<file path="src/rtl/core/srtf_pkg.sv">
// Shared types and constants for the shortest-remaining-time scheduler.
`timescale 1ns / 1ps
`default_nettype none

package srtf_pkg;

   // Width of every tick, id and length field.
   localparam int unsigned FIELD_W = 8;

   // Item kind codes.
   localparam logic KIND_ARRIVE = 1'b0;
   localparam logic KIND_TICK   = 1'b1;

   // Reset value of the time limit register.
   localparam logic [FIELD_W-1:0] TIME_LIMIT_RESET = 8'd100;

   // One job table entry as held in the entry memory.
   typedef struct packed {
      logic [FIELD_W-1:0] job;
      logic [FIELD_W-1:0] remaining;
      logic [FIELD_W-1:0] burst;
      logic [FIELD_W-1:0] arrival;
      logic [FIELD_W-1:0] start_tick;
      logic [FIELD_W-1:0] order;
   } entry_type;

   localparam int unsigned ENTRY_W = $bits(entry_type);

   // Commands from the controller to the datapath.
   typedef struct packed {
      logic load;       // capture the accepted item
      logic do_stop;    // answer with stopped
      logic do_arrive;  // store the arriving job and answer
      logic scan_init;  // clear the scan counter and the best candidate
      logic rd_issue;   // read the entry at the scan counter and advance it
      logic do_tick;    // run the chosen job for one quantum and answer
   } cmd_type;

   // Status from the datapath to the controller.
   typedef struct packed {
      logic stopped;     // current tick has reached the limit
      logic is_tick;     // captured item is a tick
      logic last_issue;  // scan counter points at the last slot
   } stat_type;

endpackage : srtf_pkg

`default_nettype wire

</file>
<file path="src/rtl/core/srtf_tick_scheduler.sv">
// Top level of the shortest-remaining-time-first tick scheduler.
//
//   Channel   Ports                               Transfer when
//   request   start, busy, req_*                  start high and busy low
//   response  rsp_strobe, rsp_*                   rsp_strobe high (one cycle)
//   config    csr_valid, csr_ready, csr_data      csr_valid and csr_ready high
//
// An arrive item, or any item once the clock has reached the time limit,
// is answered from the execute state, with its result registered there. A
// tick item keeps the block busy through the execute, scan, drain and
// update states and is answered from the update state: the job table sits
// in a single-port read memory and the minimum search reads one entry per cycle.
// Reset is synchronous and clears the job table's valid bits at once, so no
// clearing pass is needed. Results cannot be stalled; a new item may be
// transferred in the cycle its predecessor's result is shown.
`timescale 1ns / 1ps
`default_nettype none

module srtf_tick_scheduler
   import srtf_pkg::*;
#(
   parameter int unsigned SLOTS = 16
) (
   input  wire logic               clock,
   input  wire logic               reset,
   input  wire logic               start,
   output logic                    busy,
   input  wire logic               req_kind,
   input  wire logic [FIELD_W-1:0] req_job_id,
   input  wire logic [FIELD_W-1:0] req_burst_length,
   output logic                    rsp_strobe,
   output logic                    rsp_accepted,
   output logic                    rsp_idle,
   output logic      [FIELD_W-1:0] rsp_ran_id,
   output logic                    rsp_finished,
   output logic      [FIELD_W-1:0] rsp_turnaround,
   output logic      [FIELD_W-1:0] rsp_waiting,
   output logic      [FIELD_W-1:0] rsp_response,
   output logic                    rsp_stopped,
   input  wire logic               csr_valid,
   output logic                    csr_ready,
   input  wire logic [FIELD_W-1:0] csr_data
);

   cmd_type  cmd;
   stat_type stat;

   // The user must write the register only while the block is idle; the block itself does not enforce this.
   assign csr_ready = 1'b1;

   srtf_ctrl u_ctrl (
      .clock (clock),
      .reset (reset),
      .start (start),
      .stat  (stat),
      .busy  (busy),
      .cmd   (cmd)
   );

   srtf_dpath #(
      .SLOTS(SLOTS)
   ) u_dpath (
      .clock            (clock),
      .reset            (reset),
      .cmd              (cmd),
      .stat             (stat),
      .req_kind         (req_kind),
      .req_job_id       (req_job_id),
      .req_burst_length (req_burst_length),
      .csr_valid        (csr_valid),
      .csr_data         (csr_data),
      .rsp_strobe       (rsp_strobe),
      .rsp_accepted     (rsp_accepted),
      .rsp_idle         (rsp_idle),
      .rsp_ran_id       (rsp_ran_id),
      .rsp_finished     (rsp_finished),
      .rsp_turnaround   (rsp_turnaround),
      .rsp_waiting      (rsp_waiting),
      .rsp_response     (rsp_response),
      .rsp_stopped      (rsp_stopped)
   );

`ifndef SYNTHESIS
   // A transferred item always makes the block busy in the next cycle.
   a_start_busy: assert property (@(posedge clock) disable iff (reset)
      start && !busy |=> busy)
      else $error("item transfer did not raise busy");

   // A result is shown only after the controller has returned to idle.
   a_strobe_idle: assert property (@(posedge clock) disable iff (reset)
      rsp_strobe |-> !busy)
      else $error("result shown while busy");

   // A finishing job comes only from a tick that ran.
   a_finish_kind: assert property (@(posedge clock) disable iff (reset)
      rsp_strobe && rsp_finished |-> !rsp_idle && !rsp_stopped && !rsp_accepted)
      else $error("finished flag on a result that did not run a job");

   // A stopped result carries no run information.
   a_stop_clean: assert property (@(posedge clock) disable iff (reset)
      rsp_strobe && rsp_stopped |-> rsp_ran_id == '0 && !rsp_accepted && !rsp_idle)
      else $error("stopped result carries other fields");
`endif

endmodule : srtf_tick_scheduler

`default_nettype wire

</file>
<file path="src/rtl/core/srtf_ram.sv">
// Generic single-write, single-read RAM with a registered read port.
`timescale 1ns / 1ps
`default_nettype none

module srtf_ram #(
   parameter int unsigned WIDTH = 8,
   parameter int unsigned DEPTH = 16
) (
   input  wire logic                                     clock,
   input  wire logic                                     wr_en,
   input  wire logic [((DEPTH > 1) ? $clog2(DEPTH) : 1)-1:0] wr_addr,
   input  wire logic [WIDTH-1:0]                         wr_data,
   input  wire logic                                     rd_en,
   input  wire logic [((DEPTH > 1) ? $clog2(DEPTH) : 1)-1:0] rd_addr,
   output logic      [WIDTH-1:0]                         rd_data
);

   logic [WIDTH-1:0] mem_ff [DEPTH];
   logic [WIDTH-1:0] rd_data_ff;

   // Write port.
   always_ff @(posedge clock) begin
      if (wr_en) begin
         mem_ff[wr_addr] <= wr_data;
      end
   end

   // Registered read port.
   always_ff @(posedge clock) begin
      if (rd_en) begin
         rd_data_ff <= mem_ff[rd_addr];
      end
   end

   assign rd_data = rd_data_ff;

endmodule : srtf_ram

`default_nettype wire

</file>
<file path="src/rtl/core/srtf_ctrl.sv">
// Controller state machine that sequences stop, arrive, scan and tick update.
`timescale 1ns / 1ps
`default_nettype none

module srtf_ctrl
   import srtf_pkg::*;
(
   input  wire logic     clock,
   input  wire logic     reset,
   input  wire logic     start,
   input  wire stat_type stat,
   output logic          busy,
   output cmd_type       cmd
);

   localparam logic [2:0] ST_IDLE   = 3'd0;
   localparam logic [2:0] ST_EXEC   = 3'd1;
   localparam logic [2:0] ST_SCAN   = 3'd2;
   localparam logic [2:0] ST_DRAIN  = 3'd3;
   localparam logic [2:0] ST_UPDATE = 3'd4;

   logic [2:0] state_ff;
   logic [2:0] state_in;

   // Next state and command decode.
   always_comb begin
      state_in = state_ff;
      cmd      = '0;
      case (state_ff)
         ST_IDLE: begin
            if (start) begin
               cmd.load = 1'b1;
               state_in = ST_EXEC;
            end
         end
         ST_EXEC: begin
            if (stat.stopped) begin
               cmd.do_stop = 1'b1;
               state_in    = ST_IDLE;
            end else if (!stat.is_tick) begin
               cmd.do_arrive = 1'b1;
               state_in      = ST_IDLE;
            end else begin
               cmd.scan_init = 1'b1;
               state_in      = ST_SCAN;
            end
         end
         ST_SCAN: begin
            cmd.rd_issue = 1'b1;
            if (stat.last_issue) begin
               state_in = ST_DRAIN;
            end
         end
         ST_DRAIN: begin
            // The last read entry is compared in this cycle.
            state_in = ST_UPDATE;
         end
         ST_UPDATE: begin
            cmd.do_tick = 1'b1;
            state_in    = ST_IDLE;
         end
         default: begin
            state_in = ST_IDLE;
         end
      endcase
   end

   // State register.
   always_ff @(posedge clock) begin
      if (reset) begin
         state_ff <= ST_IDLE;
      end else begin
         state_ff <= state_in;
      end
   end

   assign busy = (state_ff != ST_IDLE);

endmodule : srtf_ctrl

`default_nettype wire

</file>
<file path="src/rtl/core/srtf_dpath.sv">
// Datapath: job table, minimum search, clock and result registers.
`timescale 1ns / 1ps
`default_nettype none

module srtf_dpath
   import srtf_pkg::*;
#(
   parameter int unsigned SLOTS = 16
) (
   input  wire logic               clock,
   input  wire logic               reset,
   input  wire cmd_type            cmd,
   output stat_type                stat,
   input  wire logic               req_kind,
   input  wire logic [FIELD_W-1:0] req_job_id,
   input  wire logic [FIELD_W-1:0] req_burst_length,
   input  wire logic               csr_valid,
   input  wire logic [FIELD_W-1:0] csr_data,
   output logic                    rsp_strobe,
   output logic                    rsp_accepted,
   output logic                    rsp_idle,
   output logic      [FIELD_W-1:0] rsp_ran_id,
   output logic                    rsp_finished,
   output logic      [FIELD_W-1:0] rsp_turnaround,
   output logic      [FIELD_W-1:0] rsp_waiting,
   output logic      [FIELD_W-1:0] rsp_response,
   output logic                    rsp_stopped
);

   localparam int unsigned IDX_W = (SLOTS > 1) ? $clog2(SLOTS) : 1;
   localparam logic [IDX_W-1:0] LAST_IDX = IDX_W'(SLOTS - 1);

   // Configuration and global state.
   logic [FIELD_W-1:0] time_limit_ff;
   logic [FIELD_W-1:0] now_ff;
   logic [FIELD_W-1:0] order_cnt_ff;

   // Per-slot flags kept in flip-flops.
   logic [SLOTS-1:0] valid_ff;
   logic [SLOTS-1:0] started_ff;

   // Captured item.
   logic               item_kind_ff;
   logic [FIELD_W-1:0] item_job_ff;
   logic [FIELD_W-1:0] item_burst_ff;

   // Scan control.
   logic [IDX_W-1:0] scan_cnt_ff;
   logic [IDX_W-1:0] cmp_idx_ff;
   logic             cmp_pend_ff;

   // Best candidate so far.
   logic               best_found_ff;
   logic [IDX_W-1:0]   best_idx_ff;
   logic [FIELD_W-1:0] best_age_ff;
   logic               best_started_ff;
   entry_type          best_ff;

   // Result registers.
   logic               strobe_ff;
   logic               accepted_ff;
   logic               idle_ff;
   logic [FIELD_W-1:0] ran_id_ff;
   logic               finished_ff;
   logic [FIELD_W-1:0] turnaround_ff;
   logic [FIELD_W-1:0] waiting_ff;
   logic [FIELD_W-1:0] response_ff;
   logic               stopped_ff;

   // Entry memory ports.
   logic             ram_wr_en;
   logic [IDX_W-1:0] ram_wr_addr;
   entry_type        ram_wr_data;
   entry_type        ram_rd_data;

   // Combinational helpers.
   logic               free_found;
   logic [IDX_W-1:0]   free_idx;
   logic               arrive_ok;
   logic               cand;
   logic [FIELD_W-1:0] cand_age;
   logic               take;
   logic [FIELD_W-1:0] run_start;
   logic [FIELD_W-1:0] run_rem;
   logic [FIELD_W-1:0] now_next;
   logic [FIELD_W-1:0] run_tat;
   entry_type          arrive_entry;
   entry_type          run_entry;

   srtf_ram #(
      .WIDTH(ENTRY_W),
      .DEPTH(SLOTS)
   ) u_entry_ram (
      .clock   (clock),
      .wr_en   (ram_wr_en),
      .wr_addr (ram_wr_addr),
      .wr_data (ram_wr_data),
      .rd_en   (cmd.rd_issue),
      .rd_addr (scan_cnt_ff),
      .rd_data (ram_rd_data)
   );

   // Lowest-numbered free slot.
   always_comb begin
      free_found = 1'b0;
      free_idx   = '0;
      for (int i = SLOTS - 1; i >= 0; i--) begin
         if (!valid_ff[i]) begin
            free_found = 1'b1;
            free_idx   = IDX_W'(i);
         end
      end
   end

   assign arrive_ok = free_found && (item_burst_ff != '0);

   // Compare the entry read in the previous cycle against the best one.
   assign cand     = cmp_pend_ff && valid_ff[cmp_idx_ff] && (ram_rd_data.remaining != '0);
   assign cand_age = order_cnt_ff - ram_rd_data.order;
   assign take     = cand && (!best_found_ff
                     || (ram_rd_data.remaining < best_ff.remaining)
                     || ((ram_rd_data.remaining == best_ff.remaining)
                         && (cand_age > best_age_ff)));

   // One quantum of the chosen job.
   assign run_start = best_started_ff ? best_ff.start_tick : now_ff;
   assign run_rem   = best_ff.remaining - 8'd1;
   assign now_next  = now_ff + 8'd1;
   assign run_tat   = now_next - best_ff.arrival;

   always_comb begin
      arrive_entry            = '0;
      arrive_entry.job        = item_job_ff;
      arrive_entry.remaining  = item_burst_ff;
      arrive_entry.burst      = item_burst_ff;
      arrive_entry.arrival    = now_ff;
      arrive_entry.order      = order_cnt_ff;
      run_entry               = best_ff;
      run_entry.remaining     = run_rem;
      run_entry.start_tick    = run_start;
   end

   // Memory write port, shared by arrival and tick update.
   always_comb begin
      ram_wr_en   = 1'b0;
      ram_wr_addr = free_idx;
      ram_wr_data = arrive_entry;
      if (cmd.do_arrive && arrive_ok) begin
         ram_wr_en = 1'b1;
      end else if (cmd.do_tick && best_found_ff) begin
         ram_wr_en   = 1'b1;
         ram_wr_addr = best_idx_ff;
         ram_wr_data = run_entry;
      end
   end

   // Time limit register; the write channel is always ready.
   always_ff @(posedge clock) begin
      if (reset) begin
         time_limit_ff <= TIME_LIMIT_RESET;
      end else if (csr_valid) begin
         time_limit_ff <= csr_data;
      end
   end

   // Item capture.
   always_ff @(posedge clock) begin
      if (cmd.load) begin
         item_kind_ff  <= req_kind;
         item_job_ff   <= req_job_id;
         item_burst_ff <= req_burst_length;
      end
   end

   // Clock, insertion counter and slot flags.
   always_ff @(posedge clock) begin
      if (reset) begin
         now_ff       <= '0;
         order_cnt_ff <= '0;
         valid_ff     <= '0;
         started_ff   <= '0;
      end else if (cmd.do_arrive && arrive_ok) begin
         order_cnt_ff         <= order_cnt_ff + 8'd1;
         valid_ff[free_idx]   <= 1'b1;
         started_ff[free_idx] <= 1'b0;
      end else if (cmd.do_tick) begin
         now_ff <= now_next;
         if (best_found_ff) begin
            if (run_rem == '0) begin
               valid_ff[best_idx_ff]   <= 1'b0;
               started_ff[best_idx_ff] <= 1'b0;
            end else begin
               started_ff[best_idx_ff] <= 1'b1;
            end
         end
      end
   end

   // Scan counter and compare pipeline flag.
   always_ff @(posedge clock) begin
      if (reset) begin
         scan_cnt_ff <= '0;
         cmp_pend_ff <= 1'b0;
      end else begin
         cmp_pend_ff <= cmd.rd_issue;
         if (cmd.scan_init) begin
            scan_cnt_ff <= '0;
         end else if (cmd.rd_issue) begin
            scan_cnt_ff <= scan_cnt_ff + 1'b1;
         end
      end
      cmp_idx_ff <= scan_cnt_ff;
   end

   // Best candidate registers.
   always_ff @(posedge clock) begin
      if (reset) begin
         best_found_ff <= 1'b0;
      end else if (cmd.scan_init) begin
         best_found_ff <= 1'b0;
      end else if (take) begin
         best_found_ff <= 1'b1;
      end
      if (take) begin
         best_idx_ff     <= cmp_idx_ff;
         best_age_ff     <= cand_age;
         best_started_ff <= started_ff[cmp_idx_ff];
         best_ff         <= ram_rd_data;
      end
   end

   // Result strobe.
   always_ff @(posedge clock) begin
      if (reset) begin
         strobe_ff <= 1'b0;
      end else begin
         strobe_ff <= cmd.do_stop || cmd.do_arrive || cmd.do_tick;
      end
   end

   // Result payload; fields that mean nothing for an item are zero.
   always_ff @(posedge clock) begin
      if (cmd.do_stop || cmd.do_arrive || cmd.do_tick) begin
         accepted_ff   <= cmd.do_arrive && arrive_ok;
         stopped_ff    <= cmd.do_stop;
         idle_ff       <= cmd.do_tick && !best_found_ff;
         ran_id_ff     <= '0;
         finished_ff   <= 1'b0;
         turnaround_ff <= '0;
         waiting_ff    <= '0;
         response_ff   <= '0;
         if (cmd.do_tick && best_found_ff) begin
            ran_id_ff <= best_ff.job;
            if (run_rem == '0) begin
               finished_ff   <= 1'b1;
               turnaround_ff <= run_tat;
               waiting_ff    <= run_tat - best_ff.burst;
               response_ff   <= run_start - best_ff.arrival;
            end
         end
      end
   end

   assign stat.stopped    = (now_ff >= time_limit_ff);
   assign stat.is_tick    = (item_kind_ff == KIND_TICK);
   assign stat.last_issue = (scan_cnt_ff == LAST_IDX);

   assign rsp_strobe     = strobe_ff;
   assign rsp_accepted   = accepted_ff;
   assign rsp_idle       = idle_ff;
   assign rsp_ran_id     = ran_id_ff;
   assign rsp_finished   = finished_ff;
   assign rsp_turnaround = turnaround_ff;
   assign rsp_waiting    = waiting_ff;
   assign rsp_response   = response_ff;
   assign rsp_stopped    = stopped_ff;

endmodule : srtf_dpath

`default_nettype wire
</file>
<file path="config.mk">
export PLATFORM = sky130hd
export DESIGN_NAME = srtf_tick_scheduler
export DESIGN_NICKNAME = d
export VERILOG_FILES = /design/src/rtl/core/srtf_pkg.sv /design/src/rtl/core/srtf_tick_scheduler.sv /design/src/rtl/core/srtf_ram.sv /design/src/rtl/core/srtf_ctrl.sv /design/src/rtl/core/srtf_dpath.sv
export SDC_FILE = /design/constraint.sdc
export NUM_CORES = 1
export LEC_CHECK = 0
export BUFFER_PORTS_ARGS = -buffer_cell sky130_fd_sc_hd__buf_4
export CAP_MARGIN = 10
export CORE_UTILIZATION = 62
export CTS_CLUSTER_DIAMETER = 100
export CTS_CLUSTER_SIZE = 25
export DETAILED_ROUTE_END_ITERATION = 7
export PLACE_DENSITY = 0.88
export RECOVER_POWER = 100
export SYNTH_ARGS = -nofsm -noshare
export SYNTH_HDL_FRONTEND = slang
export SYNTH_SLANG_ARGS = --single-unit
</file>
<file path="constraint.sdc">
create_clock -name clock -period 9.3 [get_ports clock]
set_clock_uncertainty 0.15 [all_clocks]
set_input_delay 0.465 -clock clock [delete_from_list [all_inputs] [get_ports clock]]
set_output_delay 0.465 -clock clock [all_outputs]
set_load 0.05 [all_outputs]
</file>
# --- Word level (Yosys, flattened, before mapping) ---
# Memory sizes are Yosys's and may differ from the RTL's. A register that Yosys moved wholly into a read port is not among the register bits.
# Cells that the tools add are included.
totals:
  ff_bits: 184
  ramBits: 768
  in_bits: 29
  output_inout_bits: 39
  memories: 1
op_classes:
  n_addsub: 8
  order_cmp: 8
  eq_ne: 8
  mux: 72
  bitwise_logic: 8
  n_reduce_logical: 29
mem_list:
  columns: ["memory", "depth", "word_bits", "rd", "rd_clocked_by_memory_dff", "wr", "line_no", "source"]
  rows:
  - ["u_dpath.u_entry_ram.mem_ff", 16, 48, 1, 1, 1, "srtf_ram.sv:18", "logic [WIDTH-1:0] mem_ff [DEPTH];"]
op_table:
  columns: ["op", "n"]
  rows:
  - ["16-bit two-way mux", 8]
  - ["48-bit two-way mux", 2]
  - ["4-bit two-way mux", 18]
  - ["16-bit AND", 3]
  - ["1-bit two-way mux", 32]
  - ["16-bit inverter", 2]
  - ["16-bit OR", 2]
  - ["8-bit subtractor", 4]
  - ["8-bit by 1-bit adder with 8-bit output, second input constant", 2]
  - ["8-bit nonzero test", 2]
  - ["4-bit by 5-bit less-than comparator with 1-bit output, second input constant", 3]
  - ["3-bit one-hot mux with 4 select lines", 1]
  - ["1-bit logical AND", 10]
  - ["3-bit two-way mux", 3]
  - ["1-bit binary-select mux with 4-bit select", 2]
  - ["1-bit demux with 4-bit select", 2]
  - ["8-bit == test", 1]
  - ["4-bit by 1-bit greater-or-equal comparator with 1-bit output, second input constant", 2]
  - ["8-bit greater-or-equal comparator", 1]
  - ["8-bit > comparator", 1]
  - ["8-bit logical NOT", 1]
  - ["8-bit less-than comparator", 1]
  - ["8-bit two-way mux", 1]
  - ["2-bit AND reduction", 4]
  - ["16 further kinds", 25]

# --- Longest topological paths before layout ---
# Gate-level depths: netlist (run 1).
logic_depth:
  word_depth: 23
  mapped_depth: 16

# --- By module ---
# From an unflattened synthesis (run 1), not the netlist that was laid out.
unflattened:
  cells_unflattened: 2201
  area_unflattened_um2: 40112.2
modules_own_cells:
  columns: ["mod", "n_inst", "cells_per_inst", "area_each_um2"]
  rows:
  - ["srtf_ram", 1, 1242, 30171.4]
  - ["srtf_dpath", 1, 937, 9756.9]
  - ["srtf_ctrl", 1, 20, 172.7]
  - ["srtf_tick_scheduler", 1, 2, 11.3]

# --- Worst setup path before layout (run 1) ---
# Ideal clock, no wire load.
synth_timing:
  path_type: "register to register"
  start: "register u_dpath.order_cnt_ff[0]"
  end: "register u_dpath.best_age_ff[0] (enable)"
  setup_time_ns: 0.516
  arrival_ns: 5.771
  required_ns: 8.634
  path_slack_ns: 2.863
  path_stages_with_launch: 17
  path_cell_list: "dfxtp_1 > inv_1 > ha_1 > inv_1 > fa_1 > nand2_1 > nand2_1 > a21oi_1 > o21bai_1 > a21oi_1 > xnor2_1 > ha_1 > nand3_1 > nor3_1 > nor4_1 > o31ai_1 > a31oi_1"
synth_between:
  elab_chain_len: 5
synth_rtl:
  columns: ["item", "line_no", "source"]
  rows:
  - ["start: declaration", "srtf_dpath.sv:36", "logic [FIELD_W-1:0] order_cnt_ff;"]
  - ["start signal: assignment", "srtf_dpath.sv:183", "order_cnt_ff <= order_cnt_ff + 8'd1;"]
  - ["8-bit subtractor", "srtf_dpath.sv:119", "assign cand_age = order_cnt_ff - ram_rd_data.order;"]
  - ["via u_dpath.cand_age[6]", "srtf_dpath.sv:81", "logic [FIELD_W-1:0] cand_age;"]
  - ["8-bit > comparator", "srtf_dpath.sv:123", "&& (cand_age > best_age_ff)));"]
  - ["1-bit logical AND", "srtf_dpath.sv:123", null]
  - ["1-bit logical OR", "srtf_dpath.sv:122", "|| ((ram_rd_data.remaining == best_ff.remaining)"]
  - ["1-bit logical AND", "srtf_dpath.sv:120", "assign take = cand && (!best_found_ff"]
  - ["via u_dpath.take", "srtf_dpath.sv:82", "logic take;"]
  - ["end signal: assignment", "srtf_dpath.sv:226", "best_age_ff <= cand_age;"]
  - ["end: declaration", "srtf_dpath.sv:55", "logic [FIELD_W-1:0] best_age_ff;"]
# The timed path passes the listed nets, and every way through them passes these cells.
# A chain may end at the register's enable or synchronous reset.

# --- Final worst setup path (run 1) ---
layout_timing:
  start: "register u_ctrl.state_ff[0]"
  end: "memory u_dpath.u_entry_ram.mem_ff[4][17] (netlist bit) (enable)"
layout_between:
  elab_chain_len: 7
  elab_cells_between_ends: 12
  cone_classes: "eq/ne: 2; mux: 8; reduce/logical: 2"
layout_rtl:
  columns: ["item", "line_no", "source"]
  rows:
  - ["start: declaration", "srtf_ctrl.sv:22", "logic [2:0] state_ff;"]
  - ["start signal: assignment", "srtf_ctrl.sv:73", "state_ff <= state_in;"]
  - ["3-bit == test", "srtf_ctrl.sv:29", "case (state_ff)"]
  - ["1-bit two-way mux", "srtf_ctrl.sv:29", null]
  - ["1-bit logical AND", "srtf_dpath.sv:150", "end else if (cmd.do_tick && best_found_ff) begin"]
  - ["1-bit two-way mux", "srtf_dpath.sv:150", null]
  - ["1-bit two-way mux", "srtf_dpath.sv:148", "if (cmd.do_arrive && arrive_ok) begin"]
  - ["1-bit two-way mux", "srtf_ram.sv:23", "if (wr_en) begin"]
  - ["1-bit two-way mux (not written as such)", "srtf_ram.sv:24", "mem_ff[wr_addr] <= wr_data;"]
  - ["end: declaration", "srtf_ram.sv:18", null]
# Parallel ways exist; a longest one is shown, timed or not.

==> reports/results.tsv, run 1 <==
metric	value	unit
status	finished, violations left	
violations	DRC, capacitance limit, slew limit	
cts_sinks	1000	
vias	21302	
clockRootBuffer	clkbuf_16	
max_clock_freq	149	MHz
drtPass1Iterations	8	
globalRouteOverflowTotal	0	
synth_top_flop_cell	edfxtp_1	
die_width	256	um
synthCells	2069	
tritoncts	yes	
htree_levels	2	
synth_most_common_cell	edfxtp_1	
io_buffer_count	66	
synth-edff-count	930	
tightest_slew	3.57	ns
drive_above_1_share	16.8	%
finalHoldViolCount	0	
clk_pin_slew	0.10	ns
antenna_found_initial	2	
r2r_slack	2.57	ns
synth_seq_cells	1000	
antenna_left	0	
grt_use_total	29.3	%
finalPower	7.46	mW
rr_startpoint	u_ctrl.state_ff[0]	
ys_warn_count	0	
power.leakage	13.2	nW
hold_path_depth	3	
worstPathRequired	9.42	ns
synth-async-reset-ratio	0	%
route.detailed.drc	2	
finalNetCount	2249	
synth_compound_area_share	3.18	%
r2r_cells	7	
rows	92	
ir_drop	0.000205	V
yosys.area_share.simple	4.26	%
drv_slew	422	
post-place-ws	4.81	ns
max_cap_viol_count	14	
hold_path_class	input pin to flip-flop	
syn_nets	2159	
clockBufferDepth	3	
netlist.area_leader.share	70.0	%
slowest_delay	1.75	ns
worstSetupPathType	flip-flop to flip-flop	
path_cells	or3b_1 -> a211o_1 -> a211oi_1 -> nand3b_1 -> a21bo_1 -> nor2_1 -> buf_4	
fin_crit	6.73	ns
die_area	65300	um^2
setup_viol	0	
ys_top_cells_by_count	930 x edfxtp_1, 250 x mux4_2, 103 x nand2_1, 79 x nor2_1, 70 x dfxtp_1	
die_y	256	um
hold_slack	0.0363	ns
synth_xor_area_share	0.966	%
worstSetupStartpointType	flip-flop	
synth_fa_ha_area_share	1.99	%
avgRoutedWirePerCell	31.4	um
min_to	u_dpath.time_limit_ff[4]	
worstPathArrival	6.85	ns
synth_top_family_by_area	multiplexers	
core_area	63300	um^2
place_hpwl	53600	um
postSynthAreaPerCell	19.3	um^2
tns	0	ns
grt_pass1_wl	139000	um
yosys-mux-area-fraction	14.5	%
drt_wl_total	95200	um
cts_made_buffers	45	
syn2layout_area_growth	7.23	%
grt_max_degree	131	
r2r_end	u_dpath.u_entry_ram.mem_ff[4][17]	
post_cts_resized	0	
crit_slowest_cell	nor2_1	
hp-start	csr_data[4]	
max_slew_margin	-138	%
ys_seq_area_share	73.5	%
clk_latency	0.64	ns
endpoint_kind	flip-flop	
grt_pass1_vias	21509	
initial_core_util	63.0	%
powerDensity	175	nW/um^2
rsz0062_at_grt	false	
yosysUniqueCellTypes	69	
netlist_area	39900	um^2
drt_iter0_markers	2898	
fin_crit_sh	72.4	%
fin_util	67.5	%
crit_path_max_fanout	29	
ys_top_cells_by_area	edfxtp_1 70%, mux4_2 14%, dfxtp_1 3.5%	
synth_area_leader_cell	edfxtp_1	
place_congestion	0.878	
setup_ws	2.57	ns
vias_per_cell	7.03	
boundaryPins	68	
==> kinds of logic (layout without fill, tap and decap cells) <==
group	Yosys count	in the layout
flops	1000	1000
simple gates	349	349
mux	264	264
compound gates	190	190
buf+inv	160	276
fa+ha+maj	61	61
xor+xnor	44	44
other cells	1	2
==> how the worst max path moves through the flow <==
stage                       startpoint                                end  slack (ns)  depth (start not counted)
3_5_place_dp        u_ctrl.state_ff[2]  u_dpath.u_entry_ram.mem_ff[4][14]        4.81                          6
2_1_floorplan  u_dpath.order_cnt_ff[0]             u_dpath.best_age_ff[0]        2.86                         16
4_1_cts             u_ctrl.state_ff[2]   u_dpath.u_entry_ram.mem_ff[4][7]        4.80                          6
6_report            u_ctrl.state_ff[0]  u_dpath.u_entry_ram.mem_ff[4][17]        2.57                          7
3_3_place_gp   u_dpath.order_cnt_ff[0]                u_dpath.best_ff[23]        5.02                         17
5_1_grt              u_dpath.now_ff[5]   u_dpath.u_entry_ram.mem_ff[4][9]        2.37                          8
==> routing by layer <==
| layer | track usage (%) | up-vias | wire length, um |
|---|---|---|---|
| met5 | 0 | - | 8 |
| met4 | 11.8 | 2 | 3970 |
| met3 | 5.85 | 271 | 10600 |
| met2 | 47.1 | 1649 | 46700 |
| met1 | 39.8 | 10896 | 33900 |
| li1 | - | 8484 | - |
==> registers in the layout, indices dropped and copies added, names as in the netlist, 4 cells and up, named ones only <==
name,cells
u_dpath.best_idx_ff,4
u_dpath.rsp_waiting,8
u_dpath.order_cnt_ff,8
u_dpath.rsp_turnaround,8
u_dpath.u_entry_ram.mem_ff,768
u_dpath.time_limit_ff,8
u_dpath.item_burst_ff,8
u_dpath.now_ff,8
u_dpath.u_entry_ram.rd_data,48
u_dpath.cmp_idx_ff,4
u_dpath.best_age_ff,8
u_dpath.scan_cnt_ff,4
u_dpath.rsp_response,8
u_dpath.rsp_ran_id,8
u_dpath.best_ff,48
u_dpath.item_job_ff,8
u_dpath.valid_ff,16
==> through the flow <==
step	cell area (um^2)	cells
after floorplan	39900	2069
after detailed placement	41600	2936
after CTS	43100	3031
after global routing	42800	3031
after global placement	41600	2936
final	42800	3032
==> worst max-delay path: cells and delay by family (launching register included) <==
kind	cells	cell delay, ns
buffers and inverters	1	0.75
AOI/OAI and AO/OA	3	2.38
and+or+nand+nor	3	2.49
DFF	1	0.57
==> cell usage in the layout, fill, tap and decap left out, types with 21 or more instances in the layout <==
cell / synthesis / routed
a21oi_1: 43 / 43
buf_4: 3 / 29
clkbuf_1: 63 / 96
clkbuf_16: 0 / 47
dfxtp_1: 70 / 70
dlygate4sd3_1: 0 / 22
edfxtp_1: 930 / 930
ha_1: 57 / 57
inv_1: 64 / 64
mux4_2: 250 / 250
nand2_1: 103 / 103
nand3_1: 21 / 21
nor2_1: 79 / 67
nor3_1: 30 / 31
o21ai_0: 43 / 43
xnor2_1: 25 / 25
==> layout make-up <==
class | instances | area [um^2]
Antenna cell | 1 | 2.50
Inverter | 65 | 244
Sequential cell | 1000 | 29300
Clock buffer | 72 | 1270
Tap cell | 846 | 1060
Fill cell | 3863 | 20600
Clock inverter | 1 | 8.76
Multi-Input combinational cell | 909 | 10000
Timing Repair Buffer | 138 | 850
==> what timing repair did <==
item                                   CTS  global route
buffers inserted                         0             0
hold buffers                            22             0
endpoints found under the hold margin   22             0
==> report_power, final <==
group	leakage [nW]	internal, mW	switching (mW)	total [mW]
clock network	0.613	0.948	1.32	2.27
logic	3.59	0.0985	0.160	0.258
registers	9.00	4.92	0.0244	4.94
total	13.2	5.96	1.50	7.46
Note: power is estimated with default switching activity, not from simulation.
==> run 2: changes to the inputs <==
Clock period 9.3 ns to 6.7 ns, I/O delays scaled along.
==> reports/results.tsv, run 2 (same netlist as run 1, synthesis figures left out) <==
metric	value	unit	change
boundaryPins	68		unchanged
clk_pin_slew	0.10	ns	about the same
clockBufferDepth	3		unchanged
grt_max_degree	160		+22%
antenna_left	0		unchanged
worstSetupPathType	flip-flop to flip-flop		
hold_path_class	input pin to flip-flop		
worstSetupStartpointType	flip-flop		
drt_iter0_markers	3775		+30%
place_congestion	0.907		+3.4%
endpoint_kind	flip-flop		
htree_levels	2		unchanged
vias	21873		+2.7%
post_cts_resized	0		unchanged
finalPower	10.4	mW	+39%
rows	92		unchanged
r2r_slack	1.01	ns	-1.56 ns
drv_slew	399		-5.5%
crit_slowest_cell	clkbuf_1		
post_cts_buffers	0		unchanged
worst_path_dominant_cell_family	buffers and inverters		
path_buf_inv	2		+1
post-place-ws	1.84	ns	-2.98 ns
rsz0062_at_grt	false		
antenna_found_initial	11		+9
tightest_slew	4.11	ns	+0.541 ns
clkPwrFrac	30.2	%	-0.2 points
tritoncts	yes		
power_frac_comb	3.8	%	+0.3 points
ir_drop	0.000246	V	+20%
die_area	65300	um^2	unchanged
vias_per_cell	7.20		+2.4%
sw_frac_of_total	20.4	%	+0.33 points
cts_sinks	1000		unchanged
instances_no_fill	3040		+0.26%
place_hpwl	63700	um	+19%
drt_wl_total	106000	um	+11%
largest_register_ffs	768		unchanged
most-common-layout-cells	930 x edfxtp_1, 250 x mux4_2, 103 x nand2_1, 84 x clkbuf_1, 69 x dfxtp_1		
grt_pass1_wl	151000	um	+8.3%
cts_made_buffers	45		unchanged
grt_use_total	32.5	%	+3.2 points
holdBufCountCts	32		+45%
max_clock_freq	176	MHz	+18%
clockRootBuffer	clkbuf_16		
status	finished, violations left		
drtPass1Iterations	5		-3
pwr-share-seq	66.0	%	-0.2 points
fin_crit_sh	85.0	%	+13 points
io_buffer_count	66		unchanged
core_area	63300	um^2	unchanged
place_area	41600	um^2	-0.17%
setup_viol	0		unchanged
top_register	u_dpath.u_entry_ram.mem_ff		
finalHoldViolCount	0		unchanged
violations	capacitance limit, slew limit		
clk_latency	0.63	ns	about the same
final_area	42900	um^2	+0.37%
path_cells	nor4bb_1 -> clkbuf_1 -> a21oi_1 -> or2_0 -> nor2_4 -> buf_4		
dp_cells	2924		-0.41%
powerDensity	242	nW/um^2	+39%
final_common_cell	edfxtp_1		
max_cap_viol_count	12		-2
die_y	256	um	unchanged
fin_crit	5.69	ns	-1.04 ns
route.detailed.drc	0		-2
die_width	256	um	unchanged
crit_path_max_fanout	38		+31%
power.leakage	13.2	nW	+0.36%
p_sw	2.12	mW	+41%
setup_ws	1.01	ns	-1.56 ns
slowest_delay	1.75	ns	about the same
finalNetCount	2260		+0.49%
drive_above_1_share	17.3	%	+0.53 points
grt_pass1_vias	21447		-0.29%
syn2layout_area_growth	7.62	%	
tns	0	ns	unchanged
avgRoutedWirePerCell	34.7	um	+11%
p_int	8.26	mW	+39%
worstPathRequired	6.85	ns	-2.57 ns
max_slew_margin	-174	%	-36 points
initial_core_util	63.0	%	unchanged
globalRouteOverflowTotal	0		unchanged
worstPathArrival	5.84	ns	-1.01 ns
-- run 2: cell types whose count changed in the layout (fill, tap and decap cells not counted), moves of 4 or more --
cell	before	now
nor2_1	67	63
clkbuf_2	0	4
clkbuf_1	96	84
dlygate4sd3_1	22	32
diode_2	1	6
nor2_4	12	16
buf_4	29	22
clkbuf_4	14	21
-- run 2: layout make-up --
cell class	count	area [um^2]
Sequential cell	1000	29300
Multi-Input combinational cell	909	10000
Inverter	65	244
Clock buffer	64	1240
Antenna cell	6	15.0
Clock inverter	1	8.76
Tap cell	846	1060
Timing Repair Buffer	149	975
Fill cell	3857	20400
-- run 2: tightest hold or removal path, stage by stage --
cell     delay [ns]
buf_4          0.19
mux2i_1        0.14
nor2_1         0.08
-- run 2: worst paths after layout --
path / startpoint / end / cells after the start
worst min register to register: u_dpath.u_entry_ram.rd_data[21] / u_dpath.best_ff[21] / 0
worst min-delay path: csr_valid / u_dpath.time_limit_ff[3] / 3
worst max register to register: u_ctrl.state_ff[2] / u_dpath.u_entry_ram.mem_ff[8][38] / 6
worst max-delay path: u_ctrl.state_ff[2] / u_dpath.u_entry_ram.mem_ff[8][38] / 6
-- run 2: per-layer routing --
metal	share of wire (%)	vias up	track usage [%]	wire length (um)
met4	5.2	6	14.2	5440
met2	48	2034	51.6	50800
met3	13	319	6.74	13600
li1	-	8499	-	-
met5	0.043	-	0	45
met1	34	11015	44.2	35600
-- run 2: through the flow --
step / hold slack [ns] / utilization, %
floorplan: 0.179 / -
global route: 0.0314 / 67.8
global placement: 0.252 / 65.7
CTS: 0.00388 / 68.1
finish: 0.0186 / 67.8
detailed placement: 0.255 / 65.7
-- run 2: power by group through the flow --
| stage | Sequential (mW) | Clock, mW | Combinational [mW] |
|---|---|---|---|
| after floorplan | 7.01 | 0 | 0.216 |
| after global placement | 6.99 | 0 | 0.359 |
| after detailed placement | 7.00 | 0 | 0.377 |
| after CTS | 6.85 | 3.15 | 0.398 |
| after global routing | 6.86 | 3.33 | 0.410 |
| final | 6.86 | 3.14 | 0.395 |
